### src/rtl/decimal_entry_seven_segment_scanner_top_defines.svh
// Assertion helpers used by dess_core; empty in synthesis.
`ifndef DECIMAL_ENTRY_SEVEN_SEGMENT_SCANNER_TOP_DEFINES_SVH
`define DECIMAL_ENTRY_SEVEN_SEGMENT_SCANNER_TOP_DEFINES_SVH

`ifndef SYNTHESIS
`define DESS_ASSERT(lbl, prop, msg) \
    lbl: assert property (@(posedge clk) disable iff (!rst_n) (prop)) else $error(msg);
`define DESS_ASSERT_NEXT(lbl, ante, cons, msg) \
    lbl: assert property (@(posedge clk) disable iff (!rst_n) (ante) |=> (cons)) else $error(msg);
`else
`define DESS_ASSERT(lbl, prop, msg)
`define DESS_ASSERT_NEXT(lbl, ante, cons, msg)
`endif

`endif

### src/rtl/dess_pkg.sv
package dess_pkg;

    typedef enum logic
    {
        OP_BYTE = 1'b0,
        OP_TICK = 1'b1
    } opcode_t;

    typedef enum logic [1:0]
    {
        PROMPT_NONE   = 2'd0,
        PROMPT_SECOND = 2'd1,
        PROMPT_DONE   = 2'd2
    } prompt_t;

    localparam logic [7:0]  CHAR_ZERO         = 8'h30;
    localparam logic [7:0]  CHAR_NINE         = 8'h39;
    localparam logic [3:0]  ENTRY_HALF        = 4'd4;
    localparam logic [3:0]  ENTRY_FULL        = 4'd8;
    localparam logic [15:0] FIRST_TICKS_RESET = 16'd3000;

    typedef struct packed
    {
        opcode_t    opcode;
        logic [7:0] rx_byte;
    } item_t;

    typedef struct packed
    {
        logic       display_update;
        logic [3:0] digit_enable;
        logic [6:0] segments;
        prompt_t    prompt;
        logic       byte_rejected;
        logic       entry_done;
    } result_t;

    // bit0 = segment a .. bit6 = segment g; codes above nine are blank
    function automatic logic [6:0] seg_lut(input logic [3:0] digit);
        logic [6:0] pattern;
        unique case (digit)
            4'd0:    pattern = 7'h3f;
            4'd1:    pattern = 7'h06;
            4'd2:    pattern = 7'h5b;
            4'd3:    pattern = 7'h4f;
            4'd4:    pattern = 7'h66;
            4'd5:    pattern = 7'h6d;
            4'd6:    pattern = 7'h7d;
            4'd7:    pattern = 7'h07;
            4'd8:    pattern = 7'h7f;
            4'd9:    pattern = 7'h6f;
            default: pattern = 7'h00;
        endcase
        return pattern;
    endfunction

endpackage

### src/rtl/dess_core.sv
`include "decimal_entry_seven_segment_scanner_top_defines.svh"

module dess_core
(
    input  logic             clk,
    input  logic             rst_n,
    input  logic             fire,
    input  dess_pkg::item_t  item,
    input  logic             cfg_we,
    input  logic [15:0]      cfg_data,
    output dess_pkg::result_t res
);
    import dess_pkg::*;

    logic [3:0]  digit_store_reg [8];
    logic [3:0]  entry_count_reg;
    logic [3:0]  entry_count_next;
    logic [1:0]  scan_pos_reg;
    logic [1:0]  scan_pos_next;
    logic [15:0] phase_count_reg;
    logic [15:0] phase_count_next;
    logic [15:0] first_ticks_reg;

    logic        is_tick;
    logic        is_digit;
    logic [7:0]  char_offset;
    logic        store_en;
    logic        show_first;
    logic        number_ready;
    logic [2:0]  rd_idx;
    logic [3:0]  shown_digit;
    prompt_t     prompt_val;

    assign is_tick     = (item.opcode == OP_TICK);
    assign is_digit    = (item.rx_byte >= CHAR_ZERO) && (item.rx_byte <= CHAR_NINE);
    assign char_offset = item.rx_byte - CHAR_ZERO;
    assign store_en    = fire && !is_tick && is_digit && (entry_count_reg < ENTRY_FULL);

    assign show_first   = (phase_count_reg < first_ticks_reg);
    assign number_ready = show_first ? (entry_count_reg >= ENTRY_HALF)
                                     : (entry_count_reg >= ENTRY_FULL);
    // first number in entries 0..3, second in 4..7, most significant first
    assign rd_idx       = {!show_first, ~scan_pos_reg};
    assign shown_digit  = number_ready ? digit_store_reg[rd_idx] : 4'd0;

    always_comb
    begin
        entry_count_next = entry_count_reg;
        scan_pos_next    = scan_pos_reg;
        phase_count_next = phase_count_reg;
        prompt_val       = PROMPT_NONE;
        if (store_en)
        begin
            entry_count_next = entry_count_reg + 4'd1;
            if (entry_count_next == ENTRY_HALF)
            begin
                prompt_val = PROMPT_SECOND;
            end
            else if (entry_count_next == ENTRY_FULL)
            begin
                prompt_val = PROMPT_DONE;
            end
        end
        if (fire && is_tick)
        begin
            scan_pos_next = scan_pos_reg + 2'd1;
            if (show_first)
            begin
                phase_count_next = phase_count_reg + 16'd1;
            end
        end
    end

    always_comb
    begin
        res.display_update = is_tick;
        res.digit_enable   = is_tick ? (4'b1000 >> scan_pos_reg) : 4'd0;
        res.segments       = is_tick ? seg_lut(shown_digit) : 7'd0;
        res.prompt         = prompt_val;
        res.byte_rejected  = !is_tick && !is_digit;
        res.entry_done     = (entry_count_next >= ENTRY_FULL);
    end

    always_ff @(posedge clk or negedge rst_n)
    begin
        if (!rst_n)
        begin
            entry_count_reg <= 4'd0;
            scan_pos_reg    <= 2'd0;
            phase_count_reg <= 16'd0;
            first_ticks_reg <= FIRST_TICKS_RESET;
            for (int i = 0; i < 8; i++)
            begin
                digit_store_reg[i] <= 4'd0;
            end
        end
        else
        begin
            entry_count_reg <= entry_count_next;
            scan_pos_reg    <= scan_pos_next;
            phase_count_reg <= phase_count_next;
            if (cfg_we)
            begin
                first_ticks_reg <= cfg_data;
            end
            if (store_en)
            begin
                digit_store_reg[entry_count_reg[2:0]] <= char_offset[3:0];
            end
        end
    end

    `DESS_ASSERT(a_count_range, entry_count_reg <= ENTRY_FULL, "entry count past eight")
    `DESS_ASSERT(a_tick_onehot, !(fire && is_tick) || $onehot(res.digit_enable), "enable not one-hot")
    `DESS_ASSERT_NEXT(a_full_holds, entry_count_reg == ENTRY_FULL, entry_count_reg == ENTRY_FULL, "entry count left full")
    `DESS_ASSERT_NEXT(a_scan_step, fire && is_tick, scan_pos_reg == 2'($past(scan_pos_reg) + 2'd1), "scan position did not step")
    `DESS_ASSERT_NEXT(a_byte_no_scan, fire && !is_tick, $stable(scan_pos_reg) && $stable(phase_count_reg), "byte moved the scan")

endmodule

### src/rtl/dess_out_reg.sv
module dess_out_reg
(
    input  logic              clk,
    input  logic              rst_n,
    input  logic              load,
    input  dess_pkg::result_t res,
    input  logic              m_axis_tready,
    output logic              m_axis_tvalid,
    output logic [15:0]       m_axis_tdata,   // digit_enable, segments, prompt, byte_rejected, entry_done
    output logic              m_axis_tuser    // display_update
);
    import dess_pkg::*;

    logic    valid_reg;
    logic    valid_next;
    result_t res_reg;

    assign valid_next = load ? 1'b1 : (valid_reg && !m_axis_tready);

    always_ff @(posedge clk or negedge rst_n)
    begin
        if (!rst_n)
        begin
            valid_reg <= 1'b0;
        end
        else
        begin
            valid_reg <= valid_next;
        end
    end

    always_ff @(posedge clk)
    begin
        if (load)
        begin
            res_reg <= res;
        end
    end

    assign m_axis_tvalid = valid_reg;
    assign m_axis_tuser  = res_reg.display_update;
    assign m_axis_tdata  = {1'b0, res_reg.entry_done, res_reg.byte_rejected, res_reg.prompt,
                            res_reg.segments, res_reg.digit_enable};

endmodule

### src/rtl/decimal_entry_seven_segment_scanner_top.sv
// A result beat passes the input register, then the result register; it waits
// in the input register while the result register holds an untaken beat.
// Throughput: one beat per cycle while m_axis_tready stays high.
// Reset (rst_n low, asynchronous): digits and counters clear, display shows
// 0000, first_ticks returns to 3000, both stages empty.
module decimal_entry_seven_segment_scanner_top
(
    input  logic        clk,
    input  logic        rst_n,
    input  logic        s_axis_tvalid,
    output logic        s_axis_tready,
    input  logic [7:0]  s_axis_tdata,   // rx_byte
    input  logic        s_axis_tuser,   // opcode
    output logic        m_axis_tvalid,
    input  logic        m_axis_tready,
    output logic [15:0] m_axis_tdata,   // digit_enable, segments, prompt, byte_rejected, entry_done
    output logic        m_axis_tuser,   // display_update
    input  logic        cfg_valid,
    output logic        cfg_ready,
    input  logic [15:0] cfg_data
);
    import dess_pkg::*;

    logic  in_valid_reg;
    logic  in_valid_next;
    item_t in_item_reg;
    logic  advance;
    logic  s_fire;
    result_t res;

    assign advance       = in_valid_reg && (!m_axis_tvalid || m_axis_tready);
    assign s_axis_tready = !in_valid_reg || advance;
    assign s_fire        = s_axis_tvalid && s_axis_tready;
    assign in_valid_next = s_fire || (in_valid_reg && !advance);
    assign cfg_ready     = 1'b1;

    always_ff @(posedge clk or negedge rst_n)
    begin
        if (!rst_n)
        begin
            in_valid_reg <= 1'b0;
        end
        else
        begin
            in_valid_reg <= in_valid_next;
        end
    end

    always_ff @(posedge clk)
    begin
        if (s_fire)
        begin
            in_item_reg <= '{opcode: opcode_t'(s_axis_tuser), rx_byte: s_axis_tdata};
        end
    end

    dess_core u_core
    (
        .clk      (clk),
        .rst_n    (rst_n),
        .fire     (advance),
        .item     (in_item_reg),
        .cfg_we   (cfg_valid && cfg_ready),
        .cfg_data (cfg_data),
        .res      (res)
    );

    dess_out_reg u_out
    (
        .clk           (clk),
        .rst_n         (rst_n),
        .load          (advance),
        .res           (res),
        .m_axis_tready (m_axis_tready),
        .m_axis_tvalid (m_axis_tvalid),
        .m_axis_tdata  (m_axis_tdata),
        .m_axis_tuser  (m_axis_tuser)
    );

endmodule
### config.mk
export PLATFORM = sky130hd
export DESIGN_NAME = decimal_entry_seven_segment_scanner_top
export DESIGN_NICKNAME = d
export VERILOG_FILES = /design/src/rtl/dess_pkg.sv /design/src/rtl/dess_core.sv /design/src/rtl/dess_out_reg.sv /design/src/rtl/decimal_entry_seven_segment_scanner_top.sv
export VERILOG_INCLUDE_DIRS = /design/src /design/src/rtl
export SDC_FILE = /design/constraint.sdc
export NUM_CORES = 1
export LEC_CHECK = 0
export BUFFER_PORTS_ARGS = -buffer_cell sky130_fd_sc_hd__buf_2
export CAP_MARGIN = 20
export CORE_MARGIN = 3
export CORE_UTILIZATION = 45
export CTS_CLUSTER_SIZE = 40
export DETAILED_ROUTE_END_ITERATION = 16
export PLACE_DENSITY = 0.77
export SLEW_MARGIN = 20
export SYNTH_ARGS = -nofsm -noshare
export SYNTH_HDL_FRONTEND = slang
export SYNTH_SLANG_ARGS = --single-unit
### constraint.sdc
create_clock -name clk -period 2.85 [get_ports clk]
set_input_delay 0.1425 -clock clk [delete_from_list [all_inputs] [get_ports clk]]
set_output_delay 0.1425 -clock clk [all_outputs]
set_load 0.01 [all_outputs]
* Word-level counts from Yosys, hierarchy flattened
Memories as Yosys holds them, arrays and structs flattened. A register that Yosys moved wholly into a read port is not among the register bits.
Index checks and enable logic that the tools add are counted.
** Operators by class
- Add/sub/neg operators :: 4
- Magnitude comparators :: 10
- Eq/ne operators :: 2
- Shifts and indexed selects :: 1
- Muxes and demuxes :: 12
- Bitwise logic cells :: 4
- Reduce and logical (&&, ||, !) cells :: 24
** Operators with widths (count)
- 32-bit bitwise mux :: 1
- 4-bit 2-to-1 mux :: 5
- 16-bit by 1-bit adder with 16-bit output (second input constant) :: 1
- 4-bit >= comparator (second input constant) :: 4
- 16-bit < comparator :: 1
- 4-bit binary-select mux with 3-bit select :: 1
- 4-bit demux with 3-bit select :: 1
- 1-bit logical AND :: 11
- 8-bit by 6-bit >= comparator with 1-bit output (second input constant) :: 1
- 8-bit by 6-bit <= comparator with 1-bit output (second input constant) :: 1
- 1-bit zero test :: 8
- 3-bit NOT with 4-bit output :: 2
- 4-bit by 1-bit adder with 4-bit output (second input constant) :: 1
- 4-bit by 3-bit equality test with 1-bit output (second input constant) :: 1
- 4-bit equality test (second input constant) :: 1
- 4-bit by 3-bit >= comparator with 1-bit output (second input constant) :: 1
- 4-bit by 1-bit < comparator with 1-bit output (second input constant) :: 1
- 4-bit < comparator (second input constant) :: 1
- 4-bit by 2-bit >> shifter with 4-bit output (first input constant) :: 1
- 4-bit by 1-bit subtractor with 4-bit output (second input constant) :: 1
- 1-bit logical OR :: 3
- 1-bit 2-to-1 mux :: 3
- 2-bit by 1-bit adder with 2-bit output (second input constant) :: 1
- 2-bit 2-to-1 mux :: 1
- 4 further kinds :: 4
** Storage, ports and cells
- Register bits after elaboration :: 90
- ROM bits :: 112
- Word-level logic and storage cells :: 80
- Memories kept :: 1
** Memories
- (no name shown) :: words 16, bits a word 7, read ports 1, clocked after memory_dff 1, wr ports 0, line dess_pkg.sv:41 : unique case (digit)

* Depth between registers and ports, before layout
Gate-level depths: netlist (run 1).
- Word-level depth :: 8
- Depth in mapped cells :: 11
- Mapped depth without buffers :: 11

* By module
From an unflattened synthesis (run 1), not the netlist that was laid out.
** Unflattened totals
- Cell total of the unflattened synthesis :: 380
- Area, all modules :: 4757.1 sq um
** Modules (own cells, without submodules)
- dess_core :: instances 1, cells each 342, area an instance 3876.2 sq um, sequential area each 1760.4 sq um
- dess_out_reg :: instances 1, cells each 21, area an instance 528.0 sq um, sequential area each 505.5 sq um
- decimal_entry_seven_segment_scanner_top :: instances 1, cells each 17, area an instance 352.8 sq um, sequential area each 295.3 sq um

* Least setup slack after synthesis (run 1)
No wires, ideal clock.
- Path kind :: register to register
- Start point :: register u_core.first_ticks_reg[11]
- End point :: register, netlist name u_out.m_axis_tdata[9]
- Setup time :: 0.264 ns
- Arrival :: 2.461 ns
- Path slack :: 0.125 ns
- Stages on the path, launching flop included :: 12
- Clock period less this slack :: 2.725 ns
- Cell sequence :: dfstp_2 inv_1 ha_1 nand4_1 nor4_1 a32o_2 nor2_1 o21ai_0 inv_1 ha_1 mux2i_1 o32ai_1
** Between the ends
- Word-level cells in the longest chain between the ends :: 7
- Elaborated cells on any way between the ends :: 8
- Classes of those cells :: order compare: 1; mux: 5; bitwise: 1; reduce/logical: 1
** Ends and longest elaborated chain
- from (decl) :: line dess_core.sv:22 : logic [15:0] first_ticks_reg;
- from (signal assigned) :: line dess_core.sv:104 : first_ticks_reg <= cfg_data;
- 16-bit < comparator * :: line dess_core.sv:39 : assign show_first = (phase_count_reg < first_ticks_reg);
- 1-bit zero test :: line dess_core.sv:43 : assign rd_idx = {!show_first, ~scan_pos_reg};
- 3-bit NOT with 4-bit output (implied by the code) :: line dess_core.sv:44 : assign shown_digit = number_ready ? digit_store_reg[rd_idx] : 4'd0;
- 4-bit binary-select mux with 3-bit select :: line dess_core.sv:44
- 4-bit 2-to-1 mux (implied by the code) (2 in series) :: line dess_core.sv:44
- 4-bit 2-to-1 mux * :: line dess_core.sv:44
Every way passes the cells marked *; elsewhere a longest branch is shown, timed or not. The select of a mux whose other input is x is not followed.
A chain may end at the register's enable or synchronous reset.

* Worst setup path in the final report (run 1)
- Start point :: register u_core.phase_count_reg[15]
- End point :: register, netlist name u_out.m_axis_tdata[5]
** Between the ends
- Word-level cells in the longest chain between the ends :: 7
- Elaborated cells on any way between the ends :: 8
- Classes of those cells :: order compare: 1; mux: 5; bitwise: 1; reduce/logical: 1
** Ends and longest elaborated chain
- from (decl) :: line dess_core.sv:20 : logic [15:0] phase_count_reg;
- from (signal assigned) :: line dess_core.sv:101 : phase_count_reg <= phase_count_next;
- 16-bit < comparator * :: line dess_core.sv:39
- 1-bit zero test :: line dess_core.sv:43
- 3-bit NOT with 4-bit output (implied by the code) :: line dess_core.sv:44
- 4-bit binary-select mux with 3-bit select :: line dess_core.sv:44
- 4-bit 2-to-1 mux (implied by the code) (2 in series) :: line dess_core.sv:44
- 4-bit 2-to-1 mux * :: line dess_core.sv:44
Marks and branches as above.

==> results of run 1 <==
cell type report:
cell class / instances / area (sq um) / area share, %
clock buffers: 12 / 156.4 / 2.740
clock inverters: 4 / 32.53 / 0.5699
inverters: 24 / 90.09 / 1.578
multi-input cells: 239 / 2061 / 36.10
flip-flops and latches: 97 / 2561 / 44.87
well taps: 133 / 166.4 / 2.915
repair buffers: 91 / 640.6 / 11.22
power by group:
part | leakage (nW) | internal [mW] | total [mW] | switching, mW
combinational | 1.36 | 0.314 | 0.603 | 0.289
clock | 0.0888 | 0.378 | 0.865 | 0.488
sequential | 1.17 | 1.58 | 1.76 | 0.182
tightest hold or removal path, delay by kind of cell:
family                 cells  cell delay (ns)
AO/OA/AOI/OAI              1             0.08
buffers and inverters      1             0.08
AND/OR/NAND/NOR            1             0.04
logic make-up after synthesis:
family,count (synthesis),synth area share (%)
AOI/OAI and AO/OA,49,6.672
xor gates and xnor gates,21,4.100
buffers and inverters,37,3.403
and+or+nand+nor,98,11.68
other,2,0.1608
DFF,97,54.85
muxes,45,12.70
adders and majority gates,24,6.431
per-layer routing:
layer  track usage, %  vias to the layer above  wire (um)
met5                0                        -          0
met4            6.943                        0        197
met3            2.879                       14        266
met2            28.95                       45       4952
met1            21.58                     1532       4011
li1                 -                     1497          -
through the flow:
stage / hold WS, ns / instance area (sq um)
2_1_floorplan: -0.1531 / 4669
3_3_place_gp: 0.2429 / 5142
3_5_place_dp: 0.2587 / 5142
4_1_cts: 0.005985 / 5597
5_1_grt: 0.04282 / 5708
6_report: 0.01001 / 5708
repair_timing:
action	in CTS	in global routing
resized for setup	4	19
pin swaps	0	6
hold buffers	25	0
endpoints found under the hold margin	48	0
endpoints found under the setup margin	6	7
buffers inserted	0	2
layout by cell type (no fill, tap or decap), drive strengths merged, types with 9 or more instances in the layout:
cell         count
xnor2           17
nor2            12
edfxtp          25
nor3             9
inv             26
o21ai           23
ha              24
clkbuf          12
dlygate4sd3     25
mux2            34
buf             66
nand2           38
dfrtp           65
final timing paths:
kind | startpoint | cells past startpoint | slack (ns) | endpoint
worst max-delay path | u_core.phase_count_reg[15] | 10 | 0.04 | u_out.m_axis_tdata[5]
worst min-delay path | cfg_data[10] | 3 | 0.01 | u_core.first_ticks_reg[10]
worst max register to register | u_core.phase_count_reg[15] | 10 | 0.04 | u_out.m_axis_tdata[5]
worst min register to register | u_core.phase_count_reg[7] | 1 | 0.50 | u_core.phase_count_reg[7]
max in group asynchronous | rst_n | 3 | 1.82 | u_core.digit_store_reg[22]
min in group asynchronous | rst_n | 2 | 0.37 | u_core.first_ticks_reg[0]
==> metrics.txt, run 1 <==
Core Rows=36; Placed Cells incl. Taps=approximately 560; aggregate global-route resource usage=between 10% and 20%; Fillers=around 780; Arrival @ worst endpoint=a little under 3 ns; worst hold path class=in2reg; Post-DRT Antenna Nets=0; die width=107.9 um; Setup TNS=0 ns; Slowest-stage cell, CP=dfrtp_1; CP most frequent cell=ha_1; final wirelength=about 9.4 mm; grt ovf=0; Final period util=98.66%; nets=~520; Async SR Flop Fraction=74.23%; vias per cell=around 5.1; synthesized area=roughly 4700 sq um; Detail Placement HPWL=6.448 mm; drt first pass iters=4; Fin Clk Skew=between 0.01 and 0.015 ns; Die H=approximately 110 um; CP max FO=4; synthesized area per cell=about 13 sq um; RePlAce Congestion=0.8295; largest net degree at the start of global routing=42; initial antenna violation count=0; worst skew pair latency=approximately 0.38 ns; Max H-tree Level=3; share of cells above drive strength 1=approximately 34%; Final Hold Viols=0; kind of critical path=reg2reg; CTS tree=yes; post-synthesis cell count=373; Final Worst Setup Slack=between 0.03 and 0.04 ns; number of library cell types mapped by synthesis=49; fmax=between 300 and 400 MHz; Initial Util=47.12%; register bit count reported by yosys=97; vias in the first global route=around 3100; pwr/cell area=approximately 570 nW/um^2; WL per Instance=roughly 16 um; relative slew slack=~51%; minimum clock period after layout=between 2 and 3 ns; critical path's top delay family=compound AO/OA/AOI/OAI gates; # DRC=0; Die Footprint=between 10000 and 15000 sq um; cts bufs inserted=9; Main synth FF type=dfrtp_1; RSZ-0062 raised after global routing=yes; leakage=2.618 nW; Synthesized Nets=~430; count leader, synth=dfrtp_1; Finished Layout Cells=600; Required @ worst endpoint=between 2 and 3 ns; outcome=finished clean; Worst IR Drop VDD=a little under 0.3 mV; root buffer cell=clkbuf_8; worst slew pin tran=approximately 0.74 ns; crit-path cells=ha_1 -> nand4_1 -> nor4_4 -> a32o_2 -> nor2_4 -> buf_4 -> o21a_4 -> ha_1 -> o21ai_1 -> a21oi_1; final setup fails=0; Port Buffers=47; Worst setup EP type=flop; top post-synthesis cells by area=dfrtp_1 (35%), edfxtp_1 (16%), mux2_2 (8.2%); DR vias=between 3000 and 4000; Synth top cells by count=dfrtp_1 (65), nand2_1 (38), mux2_2 (34); Max Root-Sink Buffers=2; area leader, netlist=dfrtp_1; crit-path max cell delay=0.42 ns; I/O Pins=50; global-route wire length before repair=around 15 mm; iteration-0 DRC count of the detailed router=roughly 170; CP bufs+invs=1; Largest register FFs=32; Post-synth EDFFs=25; clock-pin transition on the worst setup and hold timing paths=around 0.09 ns; CP startpoint kind=flop; post-place setup slack=-0.1580 ns; layout overhead on the synthesized area=22.24%; core area=9910 sq um; Tot Pwr=between 3 and 4 mW; Max Slew Vio Count=0; max cap viols=0; register area share after synthesis=a little over half; Ys Warns=0; n_diodes=0; Final Core Density=57.60%; CTS sink cnt=97; share of the synthesized area in the top cell type=between 30% and 40%
No activity file was read; power rests on OpenSTA's default activity.
==> run 2: changes to the inputs <==
--- a/config.mk
+++ b/config.mk
@@ -6,6 +6,7 @@
 export SDC_FILE = /design/constraint.sdc
 export NUM_CORES = 1
 export LEC_CHECK = 0
+export ABC_AREA = 1
 export BUFFER_PORTS_ARGS = -buffer_cell sky130_fd_sc_hd__buf_2
 export CAP_MARGIN = 20
 export CORE_MARGIN = 3
==> metrics.txt, run 2 <==
outcome=finished, violations left (was finished clean); failing checks=negative hold slack; worst skew pair latency=0.38 ns (about the same); top post-synthesis cells by area=dfrtp_1 (34%), edfxtp_1 (16%), nand2_1 (10%) (was dfrtp_1 (35%), edfxtp_1 (16%), mux2_2 (8.2%)); Final Hold Viols=41 (was 0); clock-pin transition on the worst setup and hold timing paths=0.10 ns (was 0.09 ns); Ys Warns=0 (unchanged); Arrival @ worst endpoint=2.81 ns (was 2.94 ns); largest net degree at the start of global routing=73 (was 42); DR vias=3689 (was 3088); die width=109.7 um (was 107.9 um); Synth top cells by count=nand2_1 (135), dfrtp_1 (65), inv_1 (50), o21ai_0 (50), nor2_1 (30) (was dfrtp_1 (65), nand2_1 (38), mux2_2 (34)); Max H-tree Level=3 (unchanged); leakage=2.757 nW (was 2.618 nW); layout overhead on the synthesized area=19.95% (was 22.24%); iteration-0 DRC count of the detailed router=204 (was 167); Max Root-Sink Buffers=2 (unchanged); worst hold path class=in2async (was in2reg); grt ovf=0 (unchanged); kind of critical path=reg2reg (unchanged); Die H=109.7 um (was 107.9 um); WL per Instance=13.09 um (was 15.71 um); Core Rows=37 (was 36); most frequent cells in the layout=nand2_1 (132), dfrtp_1 (65), o21ai_0 (50) (was dfrtp_1 (65), buf_2 (47), nand2_1 (37)); vias in the first global route=3536 (was 3147); drt first pass iters=5 (was 4); vias per cell=4.965 (was 5.147); Port Buffers=47 (unchanged); cts bufs inserted=9 (unchanged); minimum clock period after layout=2.670 ns (was 2.812 ns); area leader, netlist=dfrtp_1 (unchanged); Post-synth EDFFs=25 (unchanged); final setup fails=0 (unchanged); final hold slack=-0.03074 ns (was 0.01001 ns); Post-DRT Antenna Nets=0 (unchanged); core area=10420 sq um (was 9910 sq um); Worst IR Drop VDD=0.2852 mV (was 0.2952 mV); Async SR Flop Fraction=74.23% (unchanged); Worst setup EP type=flop (unchanged); number of library cell types mapped by synthesis=44 (was 49); Synthesized Nets=575 (was 427); nets=656 (was 516); share of the synthesized area in the top cell type=33.60% (was 34.83%); Initial Util=46.47% (was 47.12%); max cap viols=0 (unchanged); root buffer cell=clkbuf_8 (unchanged); # DRC=0 (unchanged); Fin Clk Skew=0.01455 ns (was 0.01038 ns); post-synthesis cell count=521 (was 373); CTS tree=yes (unchanged); final wirelength=9.724 mm (was 9.428 mm); design area=5807 sq um (was 5708 sq um); synthesized area per cell=9.292 sq um (was 12.52 sq um); count leader, synth=nand2_1 (was dfrtp_1); relative slew slack=39.66% (was 50.51%); register bit count reported by yosys=97 (unchanged); Largest register FFs=32 (unchanged); RePlAce Congestion=0.8367 (was 0.8295); commonest non-fill, non-tap cell in the layout=nand2_1 (was dfrtp_1); I/O Pins=50 (unchanged); Max Slew Vio Count=0 (unchanged); aggregate global-route resource usage=17.51% (was 17.03%); Main synth FF type=dfrtp_1 (unchanged); global-route wire length before repair=16.44 mm (was 15.36 mm); register area share after synthesis=52.91% (was 54.85%); Die Footprint=12040 sq um (was 11630 sq um); Final period util=93.69% (was 98.66%); share of cells above drive strength 1=20.92% (was 33.62%); Detail Placement HPWL=6.861 mm (was 6.448 mm); worst slew pin tran=0.9051 ns (was 0.7424 ns); placed cell areas=5226 sq um (was 5142 sq um); CP max FO=9 (was 4); n_diodes=0 (unchanged); fmax=374.5 MHz (was 355.6 MHz); initial antenna violation count=0 (unchanged); synthesized area=4841 sq um (was 4669 sq um); Required @ worst endpoint=2.99 ns (was 2.97 ns); pwr/cell area=664.1 nW/um^2 (was 566.2 nW/um^2); CTS sink cnt=97 (unchanged); CP startpoint kind=flop (unchanged); Fillers=876 (was 781)
[run 2: cell types whose count changed after synthesis, sizes merged, moves of 5 or more]
cell | previous run | this run
nand2 | 38 | 144
o21ai | 23 | 60
inv | 24 | 60
mux2 | 34 | 1
nor2 | 12 | 35
nand3 | 6 | 19
a21oi | 8 | 17
xnor2 | 17 | 8
mux4 | 8 | 0
nand2b | 7 | 0
and3 | 5 | 0
o32ai | 5 | 0
xor2 | 4 | 9
[run 2: final cells by class]
type | instances | area [sq um] | share of cell area (%)
well taps | 136 | 170.2 | 2.930
repair buffers | 80 | 551.8 | 9.502
clock buffers | 10 | 137.6 | 2.370
multi-input cells | 353 | 2085 | 35.90
flip-flops and latches | 97 | 2561 | 44.11
clock inverters | 6 | 67.56 | 1.164
inverters | 61 | 234.0 | 4.029
[run 2: path summary, 6_finish.rpt]
kind / slack (ns) / start / cells after the start / to
max reg2reg: 0.18 / u_core.first_ticks_reg[9] / 17 / u_out.m_axis_tdata[5]
max in group asynchronous: 2.29 / rst_n / 2 / u_core.scan_pos_reg[1]
min in group clk: 0.04 / m_axis_tready / 4 / u_out.m_axis_tvalid
min: -0.03 / rst_n / 2 / u_core.first_ticks_reg[2]
min reg2reg: 0.50 / u_core.digit_store_reg[19] / 2 / u_core.digit_store_reg[19]
max: 0.18 / u_core.first_ticks_reg[9] / 17 / u_out.m_axis_tdata[5]
[run 2: worst max-delay path, stage by stage, from the launching register on]
cell and delay, ns:
dfstp_2 0.54, inv_1 0.07, ha_4 0.25, nand2_2 0.07, inv_2 0.04, o21bai_4 0.12, a21oi_4 0.08, nor2_4 0.23
nand3_2 0.12, nand2_4 0.08, buf_6 0.13, nand2_2 0.10, inv_1 0.10, ha_1 0.24, inv_1 0.05, nand3_1 0.08
nand2_1 0.08, a21oi_1 0.06
[run 2: power by group]
part	total [mW]	leakage [nW]	switching, mW	internal, mW
clock network	0.911	0.100	0.480	0.431
registers	1.70	1.17	0.109	1.59
logic	1.25	1.49	0.761	0.485
[run 2: routing by layer]
layer | track usage, % | share of wire [%]
met2 | 27.55 | 48
met1 | 23.50 | 46
met3 | 2.290 | 3.7
met5 | 0 | 0
met4 | 9.528 | 2.5
[run 2: repair_timing]
item	4_1_cts	5_1_grt
endpoints found under the hold margin	26	0
hold buffers	26	0
gates cloned	0	0
setup endpoints to repair	2	6
buffers inserted	0	3
pin swaps	0	3
gates resized for setup	1	16
[run 2: stage by stage]
| stage | cells | setup WS [ns] | TNS [ns] | util, % | power [mW] |
|---|---|---|---|---|---|
| after detailed placement | 698 | -0.03279 | -0.05803 | 50.17 | 2.887 |
| after floorplan | 521 | 0.1796 | 0 | - | 2.576 |
| final | 743 | 0.1798 | 0 | 55.75 | 3.856 |
| after global routing | 743 | -0.004016 | -0.004016 | 55.75 | 4.144 |
| after CTS | 740 | 0.02397 | 0 | 54.67 | 3.836 |
| after global placement | 698 | 0.07581 | 0 | 50.17 | 2.845 |
[run 2: cells by family (layout without fill, tap and decap cells)]
| family | Yosys count | count (layout) | synth area share [%] |
|---|---|---|---|
| xor gates and xnor gates | 17 | 17 | 3.076 |
| other | 2 | 2 | 0.1551 |
| buffers and inverters | 71 | 157 | 5.867 |
| AOI/OAI and AO/OA | 85 | 85 | 9.822 |
| muxes | 1 | 1 | 0.2326 |
| DFF | 97 | 97 | 52.91 |
| adders and majority gates | 24 | 24 | 6.203 |
| and+or+nand+nor | 224 | 224 | 21.74 |
==> run 3: changes to the inputs <==
--- a/config.mk
+++ b/config.mk
@@ -7,13 +7,13 @@
 export NUM_CORES = 1
 export LEC_CHECK = 0
 export ABC_AREA = 1
-export BUFFER_PORTS_ARGS = -buffer_cell sky130_fd_sc_hd__buf_2
 export CAP_MARGIN = 20
 export CORE_MARGIN = 3
 export CORE_UTILIZATION = 45
 export CTS_CLUSTER_SIZE = 40
 export DETAILED_ROUTE_END_ITERATION = 16
-export PLACE_DENSITY = 0.77
+export DONT_BUFFER_PORTS = 1
+export PLACE_DENSITY = 0.73
 export SLEW_MARGIN = 20
 export SYNTH_ARGS = -nofsm -noshare
 export SYNTH_HDL_FRONTEND = slang
==> metrics.txt, run 3 (synthesis gave the netlist of run 2 again) <==
Seq pwr share=44.7% (was 44.1%); RePlAce Congestion=0.8537 (was 0.8367); most frequent cells in the layout=nand2_1 (134), dfrtp_1 (65), inv_1 (50), o21ai_0 (50) (was nand2_1 (132), dfrtp_1 (65), o21ai_0 (50)); Die H=109.7 um (unchanged); drt first pass iters=5 (unchanged); Setup TNS=0 ns (unchanged); CTS sink cnt=97 (unchanged); worst skew pair latency=0.38 ns (about the same); cts bufs inserted=9 (unchanged); Worst IR Drop VDD=0.4117 mV (was 0.2852 mV); max cap viols=0 (unchanged); design area=5577 sq um (was 5807 sq um); post-place setup slack=0.07981 ns (was -0.03279 ns); Die Footprint=12040 sq um (unchanged); Initial Util=46.47% (unchanged); core area=10420 sq um (unchanged); layout overhead on the synthesized area=15.20% (was 19.95%); Fillers=935 (was 876); Int Pwr=2.462 mW (was 2.506 mW); # DRC=0 (unchanged); Core Rows=37 (unchanged); vias per cell=5.070 (was 4.965); pwr/cell area=690.1 nW/um^2 (was 664.1 nW/um^2); fmax=374.1 MHz (was 374.5 MHz); Post-DRT Antenna Nets=0 (unchanged); root buffer cell=clkbuf_8 (unchanged); Fin Clk Skew=0.01491 ns (was 0.01455 ns); global-route wire length before repair=15.45 mm (was 16.44 mm); Max Root-Sink Buffers=2 (unchanged); largest net degree at the start of global routing=73 (unchanged); CP startpoint kind=flop (unchanged); n_diodes=0 (unchanged); Arrival @ worst endpoint=2.81 ns (about the same); worst hold path class=in2reg (was in2async); Required @ worst endpoint=2.99 ns (about the same); Max Slew Vio Count=0 (unchanged); part of the power in the clock network=24.7% (was 23.6%); Max H-tree Level=3 (unchanged); outcome=finished clean (was finished, violations left); aggregate global-route resource usage=16.53% (was 17.51%); switching power=1.386 mW (was 1.350 mW); Port Buffers=0 (was 47); clock-pin transition on the worst setup and hold timing paths=0.10 ns (about the same); Final period util=93.80% (was 93.69%); final wirelength=9.500 mm (was 9.724 mm); worst slew pin tran=0.9258 ns (was 0.9051 ns); DR vias=3554 (was 3689); die width=109.7 um (unchanged); relative slew slack=38.08% (was 39.66%); RSZ-0062 raised after global routing=no; logic gate share of total power=30.6% (was 32.3%); kind of critical path=reg2reg (unchanged); Final Hold Viols=0 (was 41); nets=614 (was 656); vias in the first global route=3367 (was 3536); Final Worst Setup Slack=0.1766 ns (was 0.1798 ns); CP max FO=7 (was 9); WL per Instance=13.55 um (was 13.09 um); Detail Placement HPWL=6.633 mm (was 6.861 mm); CTS tree=yes (unchanged); Worst setup EP type=flop (unchanged); placed cell areas=4984 sq um (was 5226 sq um); iteration-0 DRC count of the detailed router=239 (was 204); Largest register FFs=32 (unchanged); commonest non-fill, non-tap cell in the layout=nand2_1 (unchanged); minimum clock period after layout=2.673 ns (was 2.670 ns); share of cells above drive strength 1=13.45% (was 20.92%); final setup fails=0 (unchanged); grt ovf=0 (unchanged); leakage=2.599 nW (was 2.757 nW); initial antenna violation count=0 (unchanged); I/O Pins=50 (unchanged); Final Core Density=53.54% (was 55.75%); switching share of power=36.02% (was 35.00%)
## run 3: repair_timing
| action | in CTS | in global routing |
|---|---|---|
| endpoints found under the hold margin | 99 | 0 |
| setup buffers | 0 | 5 |
| hold buffers | 30 | 0 |
| gates resized for setup | 0 | 7 |
| endpoints found under the setup margin | 0 | 6 |
## run 3: path summary, 6_finish.rpt
check	end	cells after the start	slack [ns]	startpoint
worst min-delay path	in_item_reg[3]	2	0.17	s_axis_tvalid
max in group asynchronous	u_core.first_ticks_reg[9]	2	2.22	rst_n
min in group asynchronous	u_core.first_ticks_reg[1]	2	0.31	rst_n
worst min register to register	u_core.digit_store_reg[14]	2	0.49	u_core.digit_store_reg[14]
worst max register to register	u_out.m_axis_tdata[8]	16	0.18	u_core.first_ticks_reg[11]
worst max-delay path	u_out.m_axis_tdata[8]	16	0.18	u_core.first_ticks_reg[11]
## run 3: cell type report
cell class | count | area, sq um | share of cell area (%)
tap | 136 | 170.2 | 3.051
inverter | 61 | 234.0 | 4.196
sequential | 97 | 2561 | 45.93
timing repair buffer | 38 | 377.9 | 6.776
clock buffer | 9 | 123.9 | 2.221
clock inverter | 7 | 85.08 | 1.526
multi-input combinational | 353 | 2024 | 36.30
## run 3: metal layers
metal / track usage (%) / part of all wire [%] / up-vias
li1: - / - / 1762
met1: 22.26 / 46 / 1686
met2: 26.02 / 47 / 93
met3: 2.525 / 4.0 / 13
met4: 8.192 / 2.1 / 0
met5: 0 / 0 / -
## run 3: stage by stage
stage          hold slack, ns  power [mW]  std cells
2_1_floorplan         -0.1531       2.576        521
3_3_place_gp          -0.1494       2.776        650
3_5_place_dp          -0.1516       2.831        650
4_1_cts                0.1644       3.850        696
5_1_grt                0.2173       4.099        701
6_report               0.1746       3.848        701
## run 3: worst max-delay path, cell delays in order (launching register included)
cell and delay (ns):
dfstp_2 0.53, inv_1 0.04, ha_1 0.30, nand2_1 0.10
o21bai_4 0.12, a21oi_2 0.08, nor2_4 0.22, nand2_4 0.10
nand2_1 0.06, nand2_1 0.07, inv_2 0.08, nor2_2 0.04
buf_4 0.13, ha_1 0.18, nand3b_1 0.16, a21oi_1 0.16
nor2_1 0.06
## run 3: power by group through the flow
stage / Combinational (mW) / Sequential, mW / Clock [mW]
floorplan: 0.868 / 1.71 / 0
global placement: 1.03 / 1.74 / 0
detailed placement: 1.08 / 1.75 / 0
CTS: 1.15 / 1.72 / 0.976
global route: 1.34 / 1.74 / 1.02
finish: 1.18 / 1.72 / 0.949
